<file path="src/rtl/point_segment_distance_defines.svh">
// assertion helpers for the point to segment distance block
`ifndef POINT_SEGMENT_DISTANCE_DEFINES_SVH
`define POINT_SEGMENT_DISTANCE_DEFINES_SVH

`ifndef SYNTHESIS
`define PSD_ASSERT(label, clk, rst, prop, msg) \
   label: assert property (@(posedge clk) disable iff (rst) (prop)) else $error(msg);
`define PSD_ASSERT_NEXT(label, clk, rst, pre, post, msg) \
   label: assert property (@(posedge clk) disable iff (rst) (pre) |=> (post)) else $error(msg);
`else
`define PSD_ASSERT(label, clk, rst, prop, msg)
`define PSD_ASSERT_NEXT(label, clk, rst, pre, post, msg)
`endif

`endif

</file>
<file path="src/rtl/psd_sqrt.sv">
`timescale 1ns / 1ps
// ----------------------------------------------------------------------------
// psd_sqrt
// Pipelined integer square root, one root bit per stage.
// ----------------------------------------------------------------------------
module psd_sqrt #(
   parameter int RT_W   = 26,
   parameter int SIDE_W = 2
) (
   input  logic                clock,
   input  logic                reset,
   input  logic                en,
   input  logic                in_valid,
   input  logic [2*RT_W-1:0]   in_rad,
   input  logic [SIDE_W-1:0]   in_side,
   output logic                out_valid,
   output logic [RT_W-1:0]     out_root,
   output logic [SIDE_W-1:0]   out_side
);

   localparam int RAD_W = 2 * RT_W;
   localparam int REM_W = RT_W + 3;

   logic              valid_ff [RT_W];
   logic [REM_W-1:0]  rem_ff   [RT_W];
   logic [RT_W-1:0]   root_ff  [RT_W];
   logic [RAD_W-1:0]  rad_ff   [RT_W];
   logic [SIDE_W-1:0] side_ff  [RT_W];

   for (genvar k = 0; k < RT_W; k++) begin : g_stage
      logic              p_valid;
      logic [REM_W-1:0]  p_rem;
      logic [RT_W-1:0]   p_root;
      logic [RAD_W-1:0]  p_rad;
      logic [SIDE_W-1:0] p_side;
      logic [REM_W-1:0]  rem_sh;
      logic [REM_W-1:0]  trial;
      logic              ge;
      logic [REM_W-1:0]  rem_in;
      logic [RT_W-1:0]   root_in;

      if (k == 0) begin : g_first
         assign p_valid = in_valid;
         assign p_rem   = '0;
         assign p_root  = '0;
         assign p_rad   = in_rad;
         assign p_side  = in_side;
      end else begin : g_next
         assign p_valid = valid_ff[k-1];
         assign p_rem   = rem_ff[k-1];
         assign p_root  = root_ff[k-1];
         assign p_rad   = rad_ff[k-1];
         assign p_side  = side_ff[k-1];
      end

      // bring down the next two radicand bits, try root*4+1
      assign rem_sh  = {p_rem[REM_W-3:0], p_rad[RAD_W-1:RAD_W-2]};
      assign trial   = {1'b0, p_root, 2'b01};
      assign ge      = rem_sh >= trial;
      assign rem_in  = ge ? (rem_sh - trial) : rem_sh;
      assign root_in = {p_root[RT_W-2:0], ge};

      always_ff @(posedge clock) begin
         if (reset) begin
            valid_ff[k] <= 1'b0;
         end else if (en) begin
            valid_ff[k] <= p_valid;
         end
      end

      always_ff @(posedge clock) begin
         if (en) begin
            rem_ff[k]  <= rem_in;
            root_ff[k] <= root_in;
            rad_ff[k]  <= {p_rad[RAD_W-3:0], 2'b00};
            side_ff[k] <= p_side;
         end
      end
   end

   assign out_valid = valid_ff[RT_W-1];
   assign out_root  = root_ff[RT_W-1];
   assign out_side  = side_ff[RT_W-1];

endmodule

</file>
<file path="config.mk">
export PLATFORM = sky130hd
export DESIGN_NAME = psd_sqrt
export DESIGN_NICKNAME = d
export VERILOG_FILES = /design/src/rtl/point_segment_distance_defines.svh /design/src/rtl/psd_sqrt.sv
export SDC_FILE = /design/constraint.sdc
export NUM_CORES = 2
export LEC_CHECK = 0
export BUFFER_PORTS_ARGS = -buffer_cell sky130_fd_sc_hd__clkbuf_2
export CAP_MARGIN = 25
export CORE_MARGIN = 2
export CORE_UTILIZATION = 44
export DETAILED_ROUTE_END_ITERATION = 12
export MAX_ROUTING_LAYER = met4
export PLACE_DENSITY = 0.64
export SLEW_MARGIN = 40
export SYNTH_ARGS = -nofsm -noshare
export SYNTH_HDL_FRONTEND = slang
export SYNTH_SLANG_ARGS = --single-unit
</file>
<file path="constraint.sdc">
create_clock -name clock -period 7.3 [get_ports clock]
set_input_delay 1.46 -clock clock [delete_from_list [all_inputs] [get_ports clock]]
set_output_delay 1.46 -clock clock [all_outputs]
set_load 0.05 [all_outputs]
</file>
==> impl_metrics.yaml <==
run_status:
  outcome: "finished clean"
clock_network:
  cts.path.max_buffers: 3
  clock_sinks: 1718
  cts_tree: "yes"
  root_buffer: "clkbuf_16"
  post-cts-setup-buffers: 0
  cts_max_level: 4
  cts_buffers: 184
  clk_pin_slew_ns: 0.06
  postCtsResizedCells: 0
  clock_latency_ns: 0.81
  cts_hold_buf: 0
timing:
  fmax_ghz: 0.240
  finalCritPeriodShare: 0.570
  clock-skew-final_ns: 0.0235
  worstMarginPinSlew_ns: 0.853
  whs_ns: 0.400
  slew_violations: 0
  rsz0062_at_grt: "no"
  final.setup.tns_ns: 0
  fin_crit_ns: 4.16
  finalHoldViolCount: 0
  slew_headroom: 0.431
  setup_violations: 0
route:
  ant_nets: 0
  drc: 0
  dr_total_vias: 45000
  post_drt_wl_per_cell_um: 16.9
  avgViaCountPerCell: 5.21
  drtPass1Iterations: 7
  wirelength_um: 146000
  dr.first_iter.drc_count: 3153
die:
  chipHeight_um: 426
  core_area_um2: 178000
  die_w_um: 426
  start_util: 0.441
  rows: 155
  die_area_um2: 182000
  io_pins: 87
run:
  drv_cap: 0
global_route:
  grt_pass1_vias: 44700
  grt_usage: 0.165
  antenna_found_initial: 0
  grt-ovfl-total: 0
  grt_max_degree: 159
  grt_first_pass_wirelength_um: 234000
synth:
  ys.flop_type: "edfxtp_1"
  yosysWarnings: 0
  synth_edf_count: 1718
  syn-instance-count: 5935
  syn_area_per_cell_um2: 13.2
  synth-seq-area-share: 0.657
  ys_ff_latch: 1718
  ys_async_sr_fraction: 0
  synth_cell_types: 80
  netlist_area_um2: 78500
  syn_nets: 6372
finish:
  syn2layout_area_growth_pct: 12.0
  drive_gt1_frac: 0.0816
  layout.cells.non_filler: 8644
  nNetsFinal: 6573
setup_path:
  critPathMaxFanout: 19
  critPathCaptureType: "register"
  arrival_ns: 4.72
  cp-start-kind: "register"
  worstPathRequired_ns: 7.86
  criticalPathCategory: "reg2reg"
hold_path:
  hp-class: "reg2reg"
place:
  place_congestion: 0.966
  hpwl_um: 102000
  io_buffer_count: 86
  dp_cells: 8304
power_and_ir_drop:
  p_per_area_nw_per_um2: 305
  peakVddDrop_mv: 0.231
  p_leak_nw: 33.5
kinds of logic after synthesis:
logic type,after synthesis,share of synthesized area
buffers and inverters,579,0.0279
xor gates and xnor gates,528,0.0589
adders and majority gates,379,0.0604
DFF,1718,0.657
other,1,0.0000478
and+or+nand+nor,1522,0.0975
muxes,50,0.00709
AOI/OAI and AO/OA,1158,0.0910
registers in the layout, summed over array words and instances, names as in the netlist:
register and flops:
root_ff 351, side_ff 52, rem_ff 639, rad_ff 650, valid_ff 26
routing by layer:
metal	vias to the layer above	part of all wire	global-route usage
met4	0	0.039	0.0711
met5	-	0	-
met1	21500	0.43	0.199
met2	881	0.49	0.274
li1	22400	-	-
met3	336	0.040	0.0277
synth_stat cells, types with 49 or more instances:
cell type	count	area share
nand2_1	391	0.019
nand4_1	60	0.0048
inv_1	461	0.022
nor2b_1	62	0.0049
or3_1	49	0.0039
a21o_1	159	0.015
and2_1	51	0.0041
nor4_1	71	0.0057
a21oi_1	352	0.022
xnor2_1	275	0.031
o21a_1	72	0.0069
clkbuf_1	99	0.0047
ha_1	379	0.060
nor2_1	324	0.015
edfxtp_1	1718	0.66
o21ai_0	310	0.020
nand3_1	100	0.0064
nand2b_1	82	0.0065
nor3_1	149	0.0095
xor2_1	253	0.028
placed cells by master, fill, tap and decap left out, types with 60 or more instances in the layout:
cell and instances:
xnor2_1 275, xor2_1 253, nor2b_1 62, clkbuf_2 85
nand2b_1 82, clkbuf_16 184, o21a_1 72, nor3_1 148
a21oi_1 352, inv_1 461, nor4_1 69, ha_1 379
nand2_1 390, nor2_1 320, o21ai_0 309, nand4_1 60
edfxtp_1 1718, a21o_1 159, nand3_1 99
power by group:
group          switching [mW]  leakage, nW  internal [mW]
logic                    2.78         14.1           2.04
registers               0.710         16.5           12.4
clock network            3.76         2.84           5.17
worst max-delay path: stages (launching register included):
cell and delay, ns:
edfxtp_1 0.42, or4_1 0.56, or3_1 0.38, or4_1 0.47
or3_1 0.39, o211ai_1 0.23, nand4bb_1 0.63, and3_1 0.53
nand3_1 0.15, xnor2_1 0.15
metrics by stage:
step,total power [mW],setup WS [ns],utilization,instance area (um2)
5_1_grt,28.3,2.86,0.494,87900
3_3_place_gp,18.0,3.17,0.460,81900
4_1_cts,27.2,3.14,0.494,87800
6_report,26.8,3.14,0.494,87900
3_5_place_dp,18.1,3.13,0.461,82000
2_1_floorplan,16.6,3.82,-,78500
area by class of cell:
class                           instances  area [um2]
Antenna cell                            1        2.50
Clock buffer                          221        4740
Clock inverter                        117        1060
Fill cell                           15200       89900
Inverter                              462        1730
Multi-Input combinational cell       3638       24800
Sequential cell                      1718       51600
Tap cell                             2355        2950
Timing Repair Buffer                  132         975
path summary, 6_finish.rpt:
check,from,end,slack (ns),cells past startpoint
worst max-delay path,rem_ff[0][126]$_DFFE_PP_,rem_ff[0][169]$_DFFE_PP_,3.14,9
worst min-delay path,rad_ff[12][46]$_DFFE_PP_,rad_ff[13][48]$_DFFE_PP_,0.40,0
worst max register to register,rem_ff[0][126]$_DFFE_PP_,rem_ff[0][169]$_DFFE_PP_,3.14,9
worst min register to register,rad_ff[12][46]$_DFFE_PP_,rad_ff[13][48]$_DFFE_PP_,0.40,0
(Power assumes the default switching activity.)
