### src/rtl/point_segment_distance_defines.svh
// assertion helpers for the point to segment distance block
`ifndef POINT_SEGMENT_DISTANCE_DEFINES_SVH
`define POINT_SEGMENT_DISTANCE_DEFINES_SVH

`ifndef SYNTHESIS
`define PSD_ASSERT(label, clk, rst, prop, msg) \
   label: assert property (@(posedge clk) disable iff (rst) (prop)) else $error(msg);
`define PSD_ASSERT_NEXT(label, clk, rst, pre, post, msg) \
   label: assert property (@(posedge clk) disable iff (rst) (pre) |=> (post)) else $error(msg);
`else
`define PSD_ASSERT(label, clk, rst, prop, msg)
`define PSD_ASSERT_NEXT(label, clk, rst, pre, post, msg)
`endif

`endif

### src/rtl/psd_pkg.sv
`timescale 1ns / 1ps
// ----------------------------------------------------------------------------
// psd_pkg
// Shared types and fixed widths of the point to segment distance block.
// ----------------------------------------------------------------------------
package psd_pkg;

   localparam int FIELD_W   = 16;   // width of every coordinate field
   localparam int H_BITS    = 16;   // fraction bits of the projection factor
   localparam int DIST_BITS = 25;   // width of the distance result

   typedef struct packed {
      logic signed [FIELD_W-1:0] point_x;
      logic signed [FIELD_W-1:0] point_y;
      logic signed [FIELD_W-1:0] start_x;
      logic signed [FIELD_W-1:0] start_y;
      logic signed [FIELD_W-1:0] end_x;
      logic signed [FIELD_W-1:0] end_y;
   } req_type;

   typedef struct packed {
      logic [DIST_BITS-1:0] distance;
      logic                 degenerate;
   } rsp_type;

endpackage

### src/rtl/psd_div.sv
`timescale 1ns / 1ps
// ----------------------------------------------------------------------------
// psd_div
// Pipelined restoring divider, one quotient bit per stage, for num < den.
// ----------------------------------------------------------------------------
module psd_div #(
   parameter int DEN_W  = 35,
   parameter int SIDE_W = 8
) (
   input  logic                          clock,
   input  logic                          reset,
   input  logic                          en,
   input  logic                          in_valid,
   input  logic [DEN_W-1:0]              in_num,
   input  logic [DEN_W-1:0]              in_den,
   input  logic [SIDE_W-1:0]             in_side,
   output logic                          out_valid,
   output logic [psd_pkg::H_BITS-1:0]    out_q,
   output logic [SIDE_W-1:0]             out_side
);

   localparam int N   = psd_pkg::H_BITS;
   localparam int R_W = DEN_W + 1;

   logic             valid_ff [N];
   logic [R_W-1:0]   rem_ff   [N];
   logic [N-1:0]     q_ff     [N];
   logic [DEN_W-1:0] den_ff   [N];
   logic [SIDE_W-1:0] side_ff [N];

   for (genvar k = 0; k < N; k++) begin : g_stage
      logic              p_valid;
      logic [R_W-1:0]    p_rem;
      logic [N-1:0]      p_q;
      logic [DEN_W-1:0]  p_den;
      logic [SIDE_W-1:0] p_side;
      logic [R_W-1:0]    rem_sh;
      logic              ge;
      logic [R_W-1:0]    rem_in;
      logic [N-1:0]      q_in;

      if (k == 0) begin : g_first
         assign p_valid = in_valid;
         assign p_rem   = {1'b0, in_num};
         assign p_q     = '0;
         assign p_den   = in_den;
         assign p_side  = in_side;
      end else begin : g_next
         assign p_valid = valid_ff[k-1];
         assign p_rem   = rem_ff[k-1];
         assign p_q     = q_ff[k-1];
         assign p_den   = den_ff[k-1];
         assign p_side  = side_ff[k-1];
      end

      assign rem_sh = {p_rem[R_W-2:0], 1'b0};
      assign ge     = rem_sh >= {1'b0, p_den};
      assign rem_in = ge ? (rem_sh - {1'b0, p_den}) : rem_sh;
      assign q_in   = {p_q[N-2:0], ge};

      always_ff @(posedge clock) begin
         if (reset) begin
            valid_ff[k] <= 1'b0;
         end else if (en) begin
            valid_ff[k] <= p_valid;
         end
      end

      always_ff @(posedge clock) begin
         if (en) begin
            rem_ff[k]  <= rem_in;
            q_ff[k]    <= q_in;
            den_ff[k]  <= p_den;
            side_ff[k] <= p_side;
         end
      end
   end

   assign out_valid = valid_ff[N-1];
   assign out_q     = q_ff[N-1];
   assign out_side  = side_ff[N-1];

endmodule

### config.mk
export PLATFORM = sky130hd
export DESIGN_NAME = psd_div
export DESIGN_NICKNAME = d
export VERILOG_FILES = /design/src/rtl/point_segment_distance_defines.svh /design/src/rtl/psd_pkg.sv /design/src/rtl/psd_div.sv
export SDC_FILE = /design/constraint.sdc
export NUM_CORES = 2
export LEC_CHECK = 0
export ABC_AREA = 1
export BUFFER_PORTS_ARGS = -buffer_cell sky130_fd_sc_hd__buf_2
export CAP_MARGIN = 5
export CORE_MARGIN = 2
export CORE_UTILIZATION = 30
export DETAILED_ROUTE_END_ITERATION = 6
export HOLD_SLACK_MARGIN = 0.12
export PLACE_DENSITY = 0.53
export SYNTH_ARGS = -nofsm -noshare
export SYNTH_HDL_FRONTEND = slang
export SYNTH_SLANG_ARGS = --single-unit
### constraint.sdc
create_clock -name clock -period 3.1 [get_ports clock]
set_input_delay 0.93 -clock clock [delete_from_list [all_inputs] [get_ports clock]]
set_output_delay 0.93 -clock clock [all_outputs]
set_load 0.01 [all_outputs]
==> impl_metrics.toml <==
[floorplan]
initial_core_util_pct = 30.2
row_count = 198
die_w_um = 545
chipHeight_um = 545
dieArea_sq_um = 297000
core_sq_um = 291000
io_pins = 107

[final_layout]
layout.nets = 12600
multi_input_area_sq_um = 38800
final_cell_area_sq_um = 101000
ff_latch_area_sq_um = 39900
drive_gt1_share_pct = 7.24
synthToLayoutAreaGrowth_pct = 15.4
nFillCells = 31000

[synthesis]
syn_nets = 12000
yosysTopAreaCellShare_pct = 45.5
synthSimpleGateAreaFrac_pct = 29.0
synthFlopType = "edfxtp_1"
yosys.cell_count.top_type = "nand2_1"
synth-adder-area-share_pct = 8.31
synth_edf_count = 1330
syn_area_sq_um = 87800
avgSynthCellArea_sq_um = 7.73
async_reset_ff_share_pct = 0
ys_seq_area_share_pct = 45.5
synth_top_family_by_area = "simple AND/OR/NAND/NOR gates"
synth.area.top_cells = "edfxtp_1, nand2_1, inv_1"
synth-xor-area-share_pct = 2.69
synth_seq_cells = 1330
yosys-top-cells-count = "nand2_1, inv_1, edfxtp_1"
muxShareOfSynthArea_pct = 0
synthCells = 11400
synth_warnings = 0
yosysTopAreaCell = "edfxtp_1"
synth_compound_area_share_pct = 4.25
synth.distinct_cells = 43

[sta]
period_share_pct = 93.9
setup_violations = 0
skew_ps = 62.7
min_period_ps = 2910
fmax_mhz = 343
worst_pin_slew_ps = 698
maxSlewViolCount = 0
fin_setup_tns_ps = 0
slew_headroom_pct = 53.4
hold_viol = 0
rsz0062_at_grt = "no"

[status]
status = "finished with violations"
violations = "design-rule violations"

[clock_network]
post_cts_buffers = 0
cts_hold_buf = 0
cts_tree = "built"
clk-insertion-delay-late_ps = 860
clk_pin_slew_worst_paths_ps = 60
clkSinkCount = 1330
cts_htree_levels = 4
cts-resized-gates = 0
root_buffer = "clkbuf_16"
cts_buffers = 177
cts_max_path_buffers = 4

[worst_setup_path]
cp.required_ps = 3700
critPathSlowestCell = "edfxtp_1"
cp_data_arrival_time_ps = 3520
cpPeakStageDelay_ps = 400
crit_type = "flop to flop"
start_kind = "flop"
cp_cell_sequence = "ha_1 -> nand2_1 -> inv_1 -> a21oi_1 -> nand3_1 -> nand2_1 -> nand2_1 -> nand2_1 -> nand3_1 -> nand3_1 -> nand2_1"
cp_max_fo = 4
cp-end-kind = "flop"
worst_path_most_repeated_cell = "nand2_1"

[power_and_ir_drop]
leakagePower_nw = 50.6
intPower_mw = 54.8
swShare_pct = 44.6
clockPowerShare_pct = 20.4
comb_power_share_pct = 50.4
netSwitchingPower_mw = 44.2
ir_drop_v = 0.000589
p_per_area_nw_per_um2 = 978
seqPwrFrac_pct = 29.2

[placement]
dpl_cell_area_sq_um = 95700
dp_hpwl_um = 233000
io_buffer_count = 106
place_congestion = 0.972

[grt]
grt_pass1_wl_um = 425000
grt_remaining_overflow = 0
grt_max_degree = 73
grt_pass1_vias = 74000
track_usage_pct = 19.0
antenna_found_initial = 4

[drt]
ant_nets = 0
firstDrtPassIters = 7
vias_per_cell = 4.47
routed_wl_um = 284000
vias = 71300
wl_per_cell_um = 17.8
drcViolationCount = 4
drt_iter0_drc = 3430

[hold_path]
hold_path.class = "input pin to flop"

[flow_run]
maxCapViolCount = 0
## area by class of cell
| cell class | instances | share of cell area (%) |
|---|---|---|
| flip-flops and latches | 1330 | 39.4 |
| multi-input cells | 7784 | 38.3 |
| inverters | 2155 | 8.02 |
| well taps | 3900 | 4.82 |
| clock buffers | 218 | 4.61 |
| repair buffers | 473 | 3.87 |
| clock inverters | 89 | 0.933 |
| diodes | 3 | 0.00741 |
## worst max-delay path: cells and delay by family (launching register included)
family	cells	cell delay, ps
flops	1	400
buf+inv	1	60
simple gates	8	1510
fa+ha+maj	1	370
compound gates	1	320
## through the flow
stage	util [%]	setup slack [ps]	power [mW]	hold WS [ps]	std cells
floorplan	-	399	62.3	400	11400
global placement	32.9	-64.2	78.8	400	15600
detailed placement	32.9	-63.4	78.9	405	15600
CTS	34.8	274	99.5	169	15900
global route	34.8	74.0	107	184	15900
finish	34.8	188	99.1	255	16000
## cell families (layout without fill, tap and decap cells)
kind of cell | count (synthesis) | after routing
other cells | 0 | 3
xor+xnor | 270 | 270
fa+ha+maj | 574 | 574
simple gates | 6232 | 6232
flops | 1330 | 1330
compound gates | 708 | 708
buf+inv | 2249 | 2935
## per-layer routing
layer | global-route usage, % | share of wire, % | up-vias
met2 | 38.3 | 55 | 1376
met5 | 0 | 0.0056 | -
met4 | 14.5 | 8.9 | 2
met3 | 2.68 | 3.1 | 818
met1 | 16.6 | 33 | 32200
li1 | - | - | 37000
## registers in the layout, summed over array words and instances, names as in the netlist
register and cells:
side_ff 128, rem_ff 525, den_ff 525, q_ff 136, valid_ff 16
## power groups by stage
stage / clock network, mW / registers, mW / logic, mW
2_1_floorplan: 0 / 28.0 / 34.2
3_3_place_gp: 0 / 29.3 / 49.5
3_5_place_dp: 0 / 29.3 / 49.6
4_1_cts: 20.8 / 28.9 / 49.8
5_1_grt: 21.5 / 29.4 / 56.3
6_report: 20.2 / 28.9 / 50.0
## final timing paths
path                             from                       end  slack, ps  depth (start not counted)
min reg2reg  side_ff[0][44]$_DFFE_PP_  side_ff[0][52]$_DFFE_PP_        370                          0
max           rem_ff[6][42]$_DFFE_PP_   rem_ff[7][33]$_DFFE_PP_        190                         11
min                        in_side[1]   side_ff[0][1]$_DFFE_PP_        250                          1
max reg2reg   rem_ff[6][42]$_DFFE_PP_   rem_ff[7][33]$_DFFE_PP_        190                         11
## cell usage in the layout (no fill, tap or decap), types with 37 or more instances in the layout
| cell | instances |
|---|---|
| edfxtp_1 | 1330 |
| inv_1 | 2140 |
| nand4_1 | 74 |
| nor3_1 | 93 |
| a21oi_1 | 434 |
| buf_12 | 51 |
| nand2_1 | 4435 |
| nand2_2 | 41 |
| nor2_2 | 43 |
| nor2_1 | 800 |
| clkbuf_16 | 181 |
| buf_2 | 105 |
| clkbuf_1 | 37 |
| o21bai_1 | 64 |
| nand3_1 | 569 |
| ha_1 | 559 |
| xor2_1 | 270 |
| buf_4 | 317 |
| o21ai_0 | 201 |
| nand3b_1 | 74 |
(Power assumes the default switching activity.)
